--- src/sv/all_pairs_shortest_path_unit_defines.svh ---
// Assertion macros for the all-pairs shortest path unit.
// Used by the sequencer and the top level; expects clk and rst in scope.
`ifndef ALL_PAIRS_SHORTEST_PATH_UNIT_DEFINES_SVH
`define ALL_PAIRS_SHORTEST_PATH_UNIT_DEFINES_SVH

// Same-cycle implication, disabled during reset.
`define APSP_ASSERT_NOW(label, ante, cons, msg) \
  label: assert property (@(posedge clk) disable iff (rst) (ante) |-> (cons)) \
    else $error(msg);

// Next-cycle implication, disabled during reset.
`define APSP_ASSERT_NEXT(label, ante, cons, msg) \
  label: assert property (@(posedge clk) disable iff (rst) (ante) |=> (cons)) \
    else $error(msg);

`endif

--- src/sv/apsp_pkg.sv ---
// Shared types and command codes for the all-pairs shortest path unit.
// No dependencies.
`timescale 1ns / 1ps

package apsp_pkg;

  localparam int CMD_W   = 2;
  localparam int NODE_W  = 6;
  localparam int WEIGHT_W = 32;
  localparam int COUNT_W = 7;

  localparam logic [CMD_W-1:0] CMD_WRITE = 2'd0;
  localparam logic [CMD_W-1:0] CMD_RUN   = 2'd1;
  localparam logic [CMD_W-1:0] CMD_READ  = 2'd2;

  localparam logic [COUNT_W-1:0] NODE_COUNT_RESET = 7'd64;

  typedef struct packed {
    logic [CMD_W-1:0]    command;
    logic [NODE_W-1:0]   row;
    logic [NODE_W-1:0]   col;
    logic [WEIGHT_W-1:0] weight;
  } in_item_t;

  typedef struct packed {
    logic [WEIGHT_W-1:0] distance;
    logic                run_done;
  } out_item_t;

  typedef struct packed {
    logic busy;
    logic done;
  } relax_stat_t;

endpackage

--- src/sv/apsp_relax_seq.sv ---
// Relaxation sequencer: walks pivot, source, target over the distance table.
// Depends on apsp_pkg and the assertion macro header.
`timescale 1ns / 1ps
`include "all_pairs_shortest_path_unit_defines.svh"

module apsp_relax_seq #(
  parameter int IDX_W  = 6,
  parameter int CNT_W  = 7,
  parameter int DATA_W = 32
) (
  input  logic                  clk,
  input  logic                  rst,
  input  logic                  start,
  input  logic [CNT_W-1:0]      n_eff,
  input  logic [DATA_W-1:0]     rd_data_a,
  input  logic [DATA_W-1:0]     rd_data_b,
  output logic                  rd_en_a,
  output logic [2*IDX_W-1:0]    rd_addr_a,
  output logic                  rd_en_b,
  output logic [2*IDX_W-1:0]    rd_addr_b,
  output logic                  wr_en,
  output logic [2*IDX_W-1:0]    wr_addr,
  output logic [DATA_W-1:0]     wr_data,
  output apsp_pkg::relax_stat_t stat
);

  import apsp_pkg::*;

  localparam int ADDR_W = 2 * IDX_W;

  typedef enum logic [2:0] {
    S_IDLE,
    S_IK_RD,
    S_IK_LD,
    S_STREAM,
    S_FIN
  } seq_state_t;

  seq_state_t        state;
  logic [IDX_W-1:0]  k;
  logic [IDX_W-1:0]  i;
  logic [IDX_W-1:0]  j;
  logic [IDX_W-1:0]  n_last;
  logic [DATA_W-1:0] dik;
  logic              p_vld;
  logic [ADDR_W-1:0] p_addr;
  logic [DATA_W-1:0] via;

  function automatic logic [DATA_W-1:0] sat_add(input logic [DATA_W-1:0] a,
                                                input logic [DATA_W-1:0] b);
    logic [DATA_W:0] sum;
    sum = {1'b0, a} + {1'b0, b};
    return sum[DATA_W] ? {DATA_W{1'b1}} : sum[DATA_W-1:0];
  endfunction

  assign rd_en_a   = (state == S_IK_RD) || (state == S_STREAM);
  assign rd_addr_a = (state == S_IK_RD) ? {i, k} : {k, j};
  assign rd_en_b   = (state == S_STREAM);
  assign rd_addr_b = {i, j};

  assign via     = sat_add(dik, rd_data_a);
  assign wr_en   = p_vld;
  assign wr_addr = p_addr;
  assign wr_data = (via < rd_data_b) ? via : rd_data_b;

  assign stat.busy = (state != S_IDLE);
  assign stat.done = (state == S_FIN);

  always_ff @(posedge clk) begin
    if (rst) begin
      state <= S_IDLE;
      k     <= '0;
      i     <= '0;
      j     <= '0;
      p_vld <= 1'b0;
    end else begin
      p_vld <= 1'b0;
      case (state)
        S_IDLE: begin
          if (start) begin
            k <= '0;
            i <= '0;
            j <= '0;
            n_last <= IDX_W'(n_eff - CNT_W'(1));
            state <= (n_eff == '0) ? S_FIN : S_IK_RD;
          end
        end
        S_IK_RD: begin
          state <= S_IK_LD;
        end
        S_IK_LD: begin
          dik   <= rd_data_a;
          j     <= '0;
          state <= S_STREAM;
        end
        S_STREAM: begin
          p_vld  <= 1'b1;
          p_addr <= {i, j};
          if (j == n_last) begin
            j <= '0;
            if (i == n_last) begin
              i <= '0;
              if (k == n_last) begin
                k     <= '0;
                state <= S_FIN;
              end else begin
                k     <= k + IDX_W'(1);
                state <= S_IK_RD;
              end
            end else begin
              i     <= i + IDX_W'(1);
              state <= S_IK_RD;
            end
          end else begin
            j <= j + IDX_W'(1);
          end
        end
        S_FIN: begin
          state <= S_IDLE;
        end
        default: begin
          state <= S_IDLE;
        end
      endcase
    end
  end

  `APSP_ASSERT_NOW(a_wr_vs_rd_a, wr_en && rd_en_a, wr_addr != rd_addr_a, "write collides with read A")
  `APSP_ASSERT_NOW(a_wr_vs_rd_b, wr_en && rd_en_b, wr_addr != rd_addr_b, "write collides with read B")
  `APSP_ASSERT_NEXT(a_wr_after_stream, state == S_STREAM, wr_en, "relaxed entry not written back")

endmodule
--- config.mk ---
export PLATFORM = sky130hd
export DESIGN_NAME = apsp_relax_seq
export DESIGN_NICKNAME = d
export VERILOG_FILES = /design/src/sv/apsp_pkg.sv /design/src/sv/apsp_relax_seq.sv
export VERILOG_INCLUDE_DIRS = /design/src /design/src/sv
export SDC_FILE = /design/constraint.sdc
export NUM_CORES = 1
export LEC_CHECK = 0
export CORE_AREA = 2 2 121 123
export CTS_CLUSTER_SIZE = 8
export DETAILED_ROUTE_END_ITERATION = 8
export DIE_AREA = 0 0 123 125
export DONT_BUFFER_PORTS = 1
export SYNTH_ARGS = -nofsm -noshare
export SYNTH_HDL_FRONTEND = slang
export SYNTH_SLANG_ARGS = --single-unit
export TNS_END_PERCENT = 30
--- constraint.sdc ---
create_clock -name clk -period 7.9 [get_ports clk]
set_input_delay 1.185 -clock clk [delete_from_list [all_inputs] [get_ports clk]]
set_output_delay 1.185 -clock clk [all_outputs]
set_load 0.005 [all_outputs]
==> results of run 1 <==
worst max path at each step:
| stage | end | startpoint | slack (ns) | cells after the start |
|---|---|---|---|---|
| 3_3_place_gp | wr_data[0] | rd_data_a[0] | 0.86 | 18 |
| 2_1_floorplan | wr_data[17] | rd_data_a[0] | 1.03 | 21 |
| 6_report | wr_data[0] | rd_data_a[3] | 0.72 | 17 |
| 3_5_place_dp | wr_data[0] | rd_data_a[3] | 0.77 | 17 |
| 4_1_cts | wr_data[0] | rd_data_a[3] | 0.75 | 17 |
| 5_1_grt | wr_data[0] | rd_data_a[0] | 0.34 | 20 |
final cells by class:
type	instances	area, sq um	share of cell area
clock buffer	9	225	0.0351
clock inverter	7	82.6	0.0129
inverter	45	169	0.0263
multi-input combinational	517	3730	0.581
sequential	72	1940	0.302
tap	184	230	0.0358
timing repair buffer	6	45.0	0.00701
layout by cell type (no fill, tap or decap), drive strengths merged, types with 2 or more instances in the layout:
master / instances
nor2b: 4
nand3: 11
a211oi: 9
nand4: 15
nor3: 33
xor2: 29
o21a: 5
and2: 2
nand2b: 5
nand2: 63
o21ai: 32
and3: 5
or3: 3
a21o: 24
a311oi: 2
mux2: 29
or2: 6
o31ai: 3
o211ai: 2
o22ai: 2
a21oi: 64
buf: 6
dfxtp: 22
xnor2: 25
nor3b: 2
edfxtp: 50
inv: 50
o21bai: 3
nor4: 4
nor2: 47
a31oi: 6
ha: 67
mux2i: 3
clkbuf: 9
power by group:
group | switching, uW | internal (uW)
combinational | 207 | 150
sequential | 15.8 | 420
clock | 175 | 251
worst max-delay path, stage by stage:
cell and delay [ns]:
sky130_fd_sc_hd__ha_1 0.34, sky130_fd_sc_hd__a21oi_1 0.16, sky130_fd_sc_hd__nor2b_1 0.06, sky130_fd_sc_hd__a311o_1 0.40, sky130_fd_sc_hd__a211o_1 0.34, sky130_fd_sc_hd__o211ai_1 0.41
sky130_fd_sc_hd__o21ai_0 0.26, sky130_fd_sc_hd__o31ai_1 0.30, sky130_fd_sc_hd__mux2_2 0.39, sky130_fd_sc_hd__ha_1 0.30, sky130_fd_sc_hd__nand4_1 0.11, sky130_fd_sc_hd__or2_2 0.32
sky130_fd_sc_hd__nor4_1 0.27, sky130_fd_sc_hd__o41a_1 0.20, sky130_fd_sc_hd__or2_1 0.10, sky130_fd_sc_hd__buf_4 0.42, sky130_fd_sc_hd__mux2_2 0.41
flip-flops by register name, summed over array words and instances, names as in the netlist:
signal	cells
state	3
i	6
k	6
n_last	6
j	6
wr_en	1
dik	32
wr_addr	12
through the flow:
stage | util | hold slack [ns] | power, uW | instances
6_report | 0.452 | 0.565 | 1220 | 840
2_1_floorplan | - | 0.489 | 733 | 650
3_3_place_gp | 0.431 | 0.543 | 791 | 824
3_5_place_dp | 0.431 | 0.553 | 799 | 824
5_1_grt | 0.452 | 0.600 | 1290 | 840
4_1_cts | 0.452 | 0.562 | 1230 | 840
metal layers:
layer / vias to the layer above / part of all wire
li1: 2362 / -
met1: 2281 / 0.42
met2: 147 / 0.50
met3: 20 / 0.072
met4: 0 / 0.014
met5: - / 0
logic make-up (layout without fill, tap and decap cells):
family / Yosys count / after routing / share of synthesized area
adders and majority gates: 68 / 68 / 0.145
and+or+nand+nor: 202 / 202 / 0.160
AOI/OAI and AO/OA: 161 / 161 / 0.176
buffers and inverters: 61 / 67 / 0.0441
DFF: 72 / 72 / 0.328
muxes: 32 / 32 / 0.0677
xor gates and xnor gates: 54 / 54 / 0.0798
==> summary by stage, run 1 <==
Detailed routing
The total number of vias is 4,810. Dividing the detail-routed wire length by the instance count gives 17.5 um. After detailed routing, the number of vias per cell comes to 5.73. The number of nets with antenna violations after detailed routing is 0. The first detailed-routing pass ran for 6 iterations. The initial DRC count is around 210. The count of unresolved DRC violations after routing is 0.

After detailed routing, the total wire length is around 15 mm.

Clocking
The CTS buffer count is 9. The number of buffers inserted for hold repair after clock tree synthesis is 0. The tree is rooted in a sky130_fd_sc_hd__clkbuf_16.

Counting every sink on the clock net gives 72. The register clock-pin slew on the reported worst setup and hold paths is around 0.060 ns. The TritonCTS clock tree is done.

The number of setup buffers added after CTS is 0. The deepest clock path buffer count is 2. The maximum level of the CTS H-tree is 3. The number of instances resized during post-cts repair is 0.

Clock latency on the worst-skew pair, taken at its later pin, is between 0.3 and 0.4 ns.

Hold path
In this run the worst hold path is classified as reg -> reg. The worst min-delay path endpoint is k[4]. The hold-critical path depth is 2.

The startpoint of the most critical hold path is k[4].

Critical path
The launching point of the worst reg2reg path is n_last[0]. In this run the register-to-register setup slack is 5.51 ns. The worst setup path is launched from a primary input. Data on the critical path arrives at its endpoint at about 6 ns. In this run the worst path has a maximum fanout of 32.

The length in cells of the worst reg-to-reg path is 7. The worst path required time is about 6.7 ns. The endpoint class of the critical path is an output port. The critical path is of the in -> out type. The capture instance of the worst register-to-register path is i[5].

Die
The initialized floorplan defines 44 standard-cell rows. The floorplan step defined a core boundary enclosing between 10,000 and 15,000 sq um. The number of top-level design ports is roughly 150. The die is 123 um wide.

The die covers between 15,000 and 20,000 sq um. The die boundary height is around 130 um. The initial core utilization is 0.417.

Synth
The share of the synthesized area in the top cell type is 0.253. The number of register bits inferred by synthesis is 72. After synthesis the cells add up to 5930 sq um.

The Yosys warning count is 0. After synthesis, the netlist uses 56 different library cells. The sequential area share after synthesis is 0.328. The synthesized netlist cell count is between 600 and 700.

The prevailing post-synth register cell is sky130_fd_sc_hd__edfxtp_1. Ranked by total cell area, the synthesized netlist is headed by sky130_fd_sc_hd__edfxtp_1, sky130_fd_sc_hd__ha_1, sky130_fd_sc_hd__dfxtp_1, sky130_fd_sc_hd__a21oi_1, sky130_fd_sc_hd__xor2_1. The share of flip-flops with an asynchronous set or reset is 0. Dividing the synthesized area by the synthesized cell count gives 9.12 sq um. Sorting the synthesized cells by how often they occur yields sky130_fd_sc_hd__ha_1, sky130_fd_sc_hd__nand2_1, sky130_fd_sc_hd__a21oi_1. The number of enable-type register cells in the synthesized netlist is 50.

The most common cell in the netlist is sky130_fd_sc_hd__ha_1. The cell taking the most area after synthesis is sky130_fd_sc_hd__edfxtp_1. When the netlist entered floorplanning its net count stood at between 700 and 800.

Global routing
The number of antenna violations at the first check in global routing is 1. The total grt overflow is 0. The global routing usage on met2 is 0.335. The global routing stage identified its most utilized layer as met2. The via count of the first global-routing pass is roughly 5,000. The overall track demand over capacity in global routing is 0.193. Entering global routing, the biggest net connects 33 pins. For met3 alone, demand over resource in global routing was 0.0589. The first global-routing pass estimated between 20 and 25 mm of wire.

For met1 alone, demand over resource in global routing was 0.225.

Place
The placed cell area is approximately 6000 sq um. The final estimated routing congestion in global placement is 0.956. Detailed placement finished with a half-perimeter wire length of roughly 12 mm.

The worst slack after detailed placement is 0.768 ns. The count of buffers added on input and output ports is 0.

Timing
Dividing the final minimum period by the clock period gives 0.909. Setup violations remaining at the end of the flow were counted as 0. Headroom to the max-slew limit came out at 0.245. Subtracting the final worst setup slack from the clock period gives roughly 7.2 ns. The setup total negative slack is 0 ns. The transition time of the tightest slew-check pin is 1.13 ns. The final count of pins violating max slew is 0.

Static timing analysis puts the maximum clock frequency at 139 MHz. Setup repair after global routing left no endpoint under its margin. Between clock sinks in the finished design, the worst skew comes to ~0.010 ns. Across all setup checks in the final design, the least slack found is 0.721 ns.

The number of hold-slack violations in the final timing report is 0.

Pwr
The power per cell area is 190 nW/um^2. For this design the static power due to leakage is about 0.0027 uW. The peak supply drop is 0.0985 mV.

Finish
0 antenna diodes ended up in the layout. The final layout contains 793 nets. The area added between synthesis and finish is 8.38%. The filler cells instantiated in the layout total 1,400.

Of the cells placed in the final design, the portion with a size suffix greater than 1 is 0.108. The design area is 6420 sq um.

Job
Max-cap violations in this run came to 0.

Status
The run finished with clean final reports.
(Power assumes the default switching activity.)
==> run 2, diff against run 1 <==
- CORE_AREA: 2 2 121 123 -> 2 2 135 111
- DIE_AREA: 0 0 123 125 -> 0 0 137 113
==> summary by stage, run 2 (synthesized netlist as in run 1, its figures left out) <==
Status
The flow ran to the end, and the final reports show no timing, DRC or antenna violations.

Detailed routing
The total wirelength of the detailed-routed design is around 15 mm. For this run, design rule violations remaining after detail routing come to 0. The total number of vias is between 4,000 and 5,000. The initial DRC count is ~300. The first detailed-routing pass ran for 5 iterations. The number of nets with antenna violations after detailed routing is 0. After detailed routing, the average wire length per cell comes to roughly 18 um.

Dividing the detail-routed via count by the number of cells gives between 5 and 6.

Timing
The final count of pins violating max slew is 0. The shortest period the worst path allows is just over 7 ns. Across all hold checks on the routed design, the worst slack comes to approximately 0.6 ns. The highest attainable clock frequency is roughly 140 MHz. The final worst-path setup slack is 0.736 ns. Setup repair after global routing left no endpoint under its margin. The remaining max-slew budget at the tightest pin is 0.233. The number of hold-slack violations in the final timing report is 0. Dividing the final minimum period by the clock period gives 0.907. For the pin with the worst max-slew slack, the measured transition is ~1.1 ns.

The final number of setup-violating endpoints is 0. The setup total negative slack is 0 ns. For the final database, setup skew stands at roughly 0.015 ns.

Critical path
The endpoint class of the critical path is an output port. The standard cell with the maximum stage delay on the critical path is sky130_fd_sc_hd__o211ai_1. Of all nets on the critical path, the largest fanout is 20. The kind of start point of the critical path is a primary input.

The maximum cell stage delay along the critical path is 0.44 ns. The cell that appears most often on the critical path is sky130_fd_sc_hd__ha_1. Walking the worst path, the cells encountered are ha_1, a21oi_1, nor2b_1, a311o_1, a211o_1, o211ai_1, o21ai_0, o31ai_1, mux2_2, ha_1, nand4_1, or2_2, nor4_1, o41a_1, or2_1, buf_4, mux2_1. At the worst endpoint, the arrival time is about 6 ns.

The kind of critical path is in -> out. The register-to-register path setup slack is 5.49 ns. For the worst setup path, the data required time is ~6.7 ns.

Finish
Leaving out fill and tap cells, the most frequent cells in the layout are sky130_fd_sc_hd__ha_1, sky130_fd_sc_hd__nand2_1, sky130_fd_sc_hd__a21oi_1. After routing the design area is ~6400 sq um. The register with the highest flop count is dik. The count of nets after finishing is 794. The number of diodes is 0. The area of the multi-input gates is between 3000 and 4000 sq um.

The register with the most flip-flops in the layout has 32 of them. The area occupied by registers is approximately 2000 sq um. The fraction of layout instances using a drive strength above 1 is 0.110.

The layout has roughly 1,400 filler cells. The area added between synthesis and finish is 8.27%. Leaving out fill and tap cells, the most frequent cell in the layout is sky130_fd_sc_hd__ha_1.

Global routing
The number of antenna violations at the first check in global routing is 0. Entering global routing, the biggest net connects 33 pins. The via count of the first global-routing pass is 4,559. The wire length of the first global-routing pass is 23.8 mm. The total grt overflow is 0. The overall track demand over capacity in global routing is 0.196.

Die
The total die area is around 15,000 sq um. The die is roughly 110 um tall. The number of top-level design ports is about 150. The die is approximately 140 um wide. After floorplanning, the core was divided into 39 placement rows.

The core region is 14,100 sq um. The initial utilization of the core area, before any placement, comes to 0.422.

Clocking
The later pin in the worst-skew pair is clocked with a latency of about 0.35 ns. The maximum level of the CTS H-tree is 3. The CTS buffer count is 9.

The TritonCTS clock tree is done. After clock tree synthesis, the clock-pin slew on the worst setup and hold paths is roughly 0.060 ns. The CTS root buffer is sky130_fd_sc_hd__clkbuf_16. The number of setup buffers added after CTS is 0. The deepest clock path buffer count is 2. The TritonCTS sink count is 72.

The number of instances resized during post-cts repair is 0. The number of buffers inserted for hold repair after clock tree synthesis is 0.

Place
Once placement finished, the instance area stood at 6120 sq um. The final estimated routing congestion in global placement is 0.926. The number of I/O port buffers is 0. The total half-perimeter wirelength after legalization and detailed placement is 11.9 mm. The worst slack after detailed placement is 0.735 ns.

Pwr
The total power is about 1200 uW. VDD sags by at most approximately 0.13 mV. The analysis attributes to cell leakage a power of 0.00268 uW. The power per cell area is between 150 and 200 nW/um^2.

Job
The count of max-cap constraint violations is 0.

Hold path
The tightest min-delay check is of the reg -> reg type.
[run 2: changes by cell type in the layout (fill, tap and decap cells not counted), sizes merged]
| cell | previous run | this run |
|---|---|---|
| clkinv | 1 | 2 |
| buf | 6 | 7 |
| bufinv | 1 | 0 |
[run 2: layer usage]
metal | vias to the layer above | GRT usage | wire, um
li1 | 2361 | - | -
met1 | 2240 | 0.280 | 7150
met2 | 168 | 0.280 | 6380
met3 | 13 | 0.0600 | 1170
met4 | 0 | 0.0674 | 161
met5 | - | 0 | 0
[run 2: worst paths after layout]
check,startpoint,cells past startpoint,to
worst min-delay path,k[0],1,k[0]
worst max-delay path,rd_data_a[3],17,wr_data[12]
worst max register to register,n_last[3],7,i[5]
worst min register to register,k[0],1,k[0]
[run 2: worst max-delay path: cells and delay by family]
kind / cells / cell delay, ns
adder cells (fa/ha/maj): 2 / 0.64
multiplexers: 2 / 0.79
AND/OR/NAND/NOR: 5 / 0.92
buffers and inverters: 1 / 0.30
AO/OA/AOI/OAI: 7 / 2.13
[run 2: metrics by stage]
| step | instances | util |
|---|---|---|
| after floorplan | 650 | - |
| after global placement | 825 | 0.436 |
| after detailed placement | 825 | 0.436 |
| after CTS | 841 | 0.457 |
| after global routing | 841 | 0.457 |
| final | 841 | 0.457 |
[run 2: layout make-up]
cell class	count	area share
clock inverter	7	0.0107
timing repair buffer	7	0.00819
clock buffer	9	0.0351
inverter	45	0.0263
sequential	72	0.303
tap	184	0.0359
multi-input combinational	517	0.581
[run 2: report_power, final]
part	switching, uW	internal (uW)	total [uW]	leakage, uW
Clock	179	222	401	0.000146
Combinational	210	151	361	0.00190
Sequential	14.8	420	435	0.000636
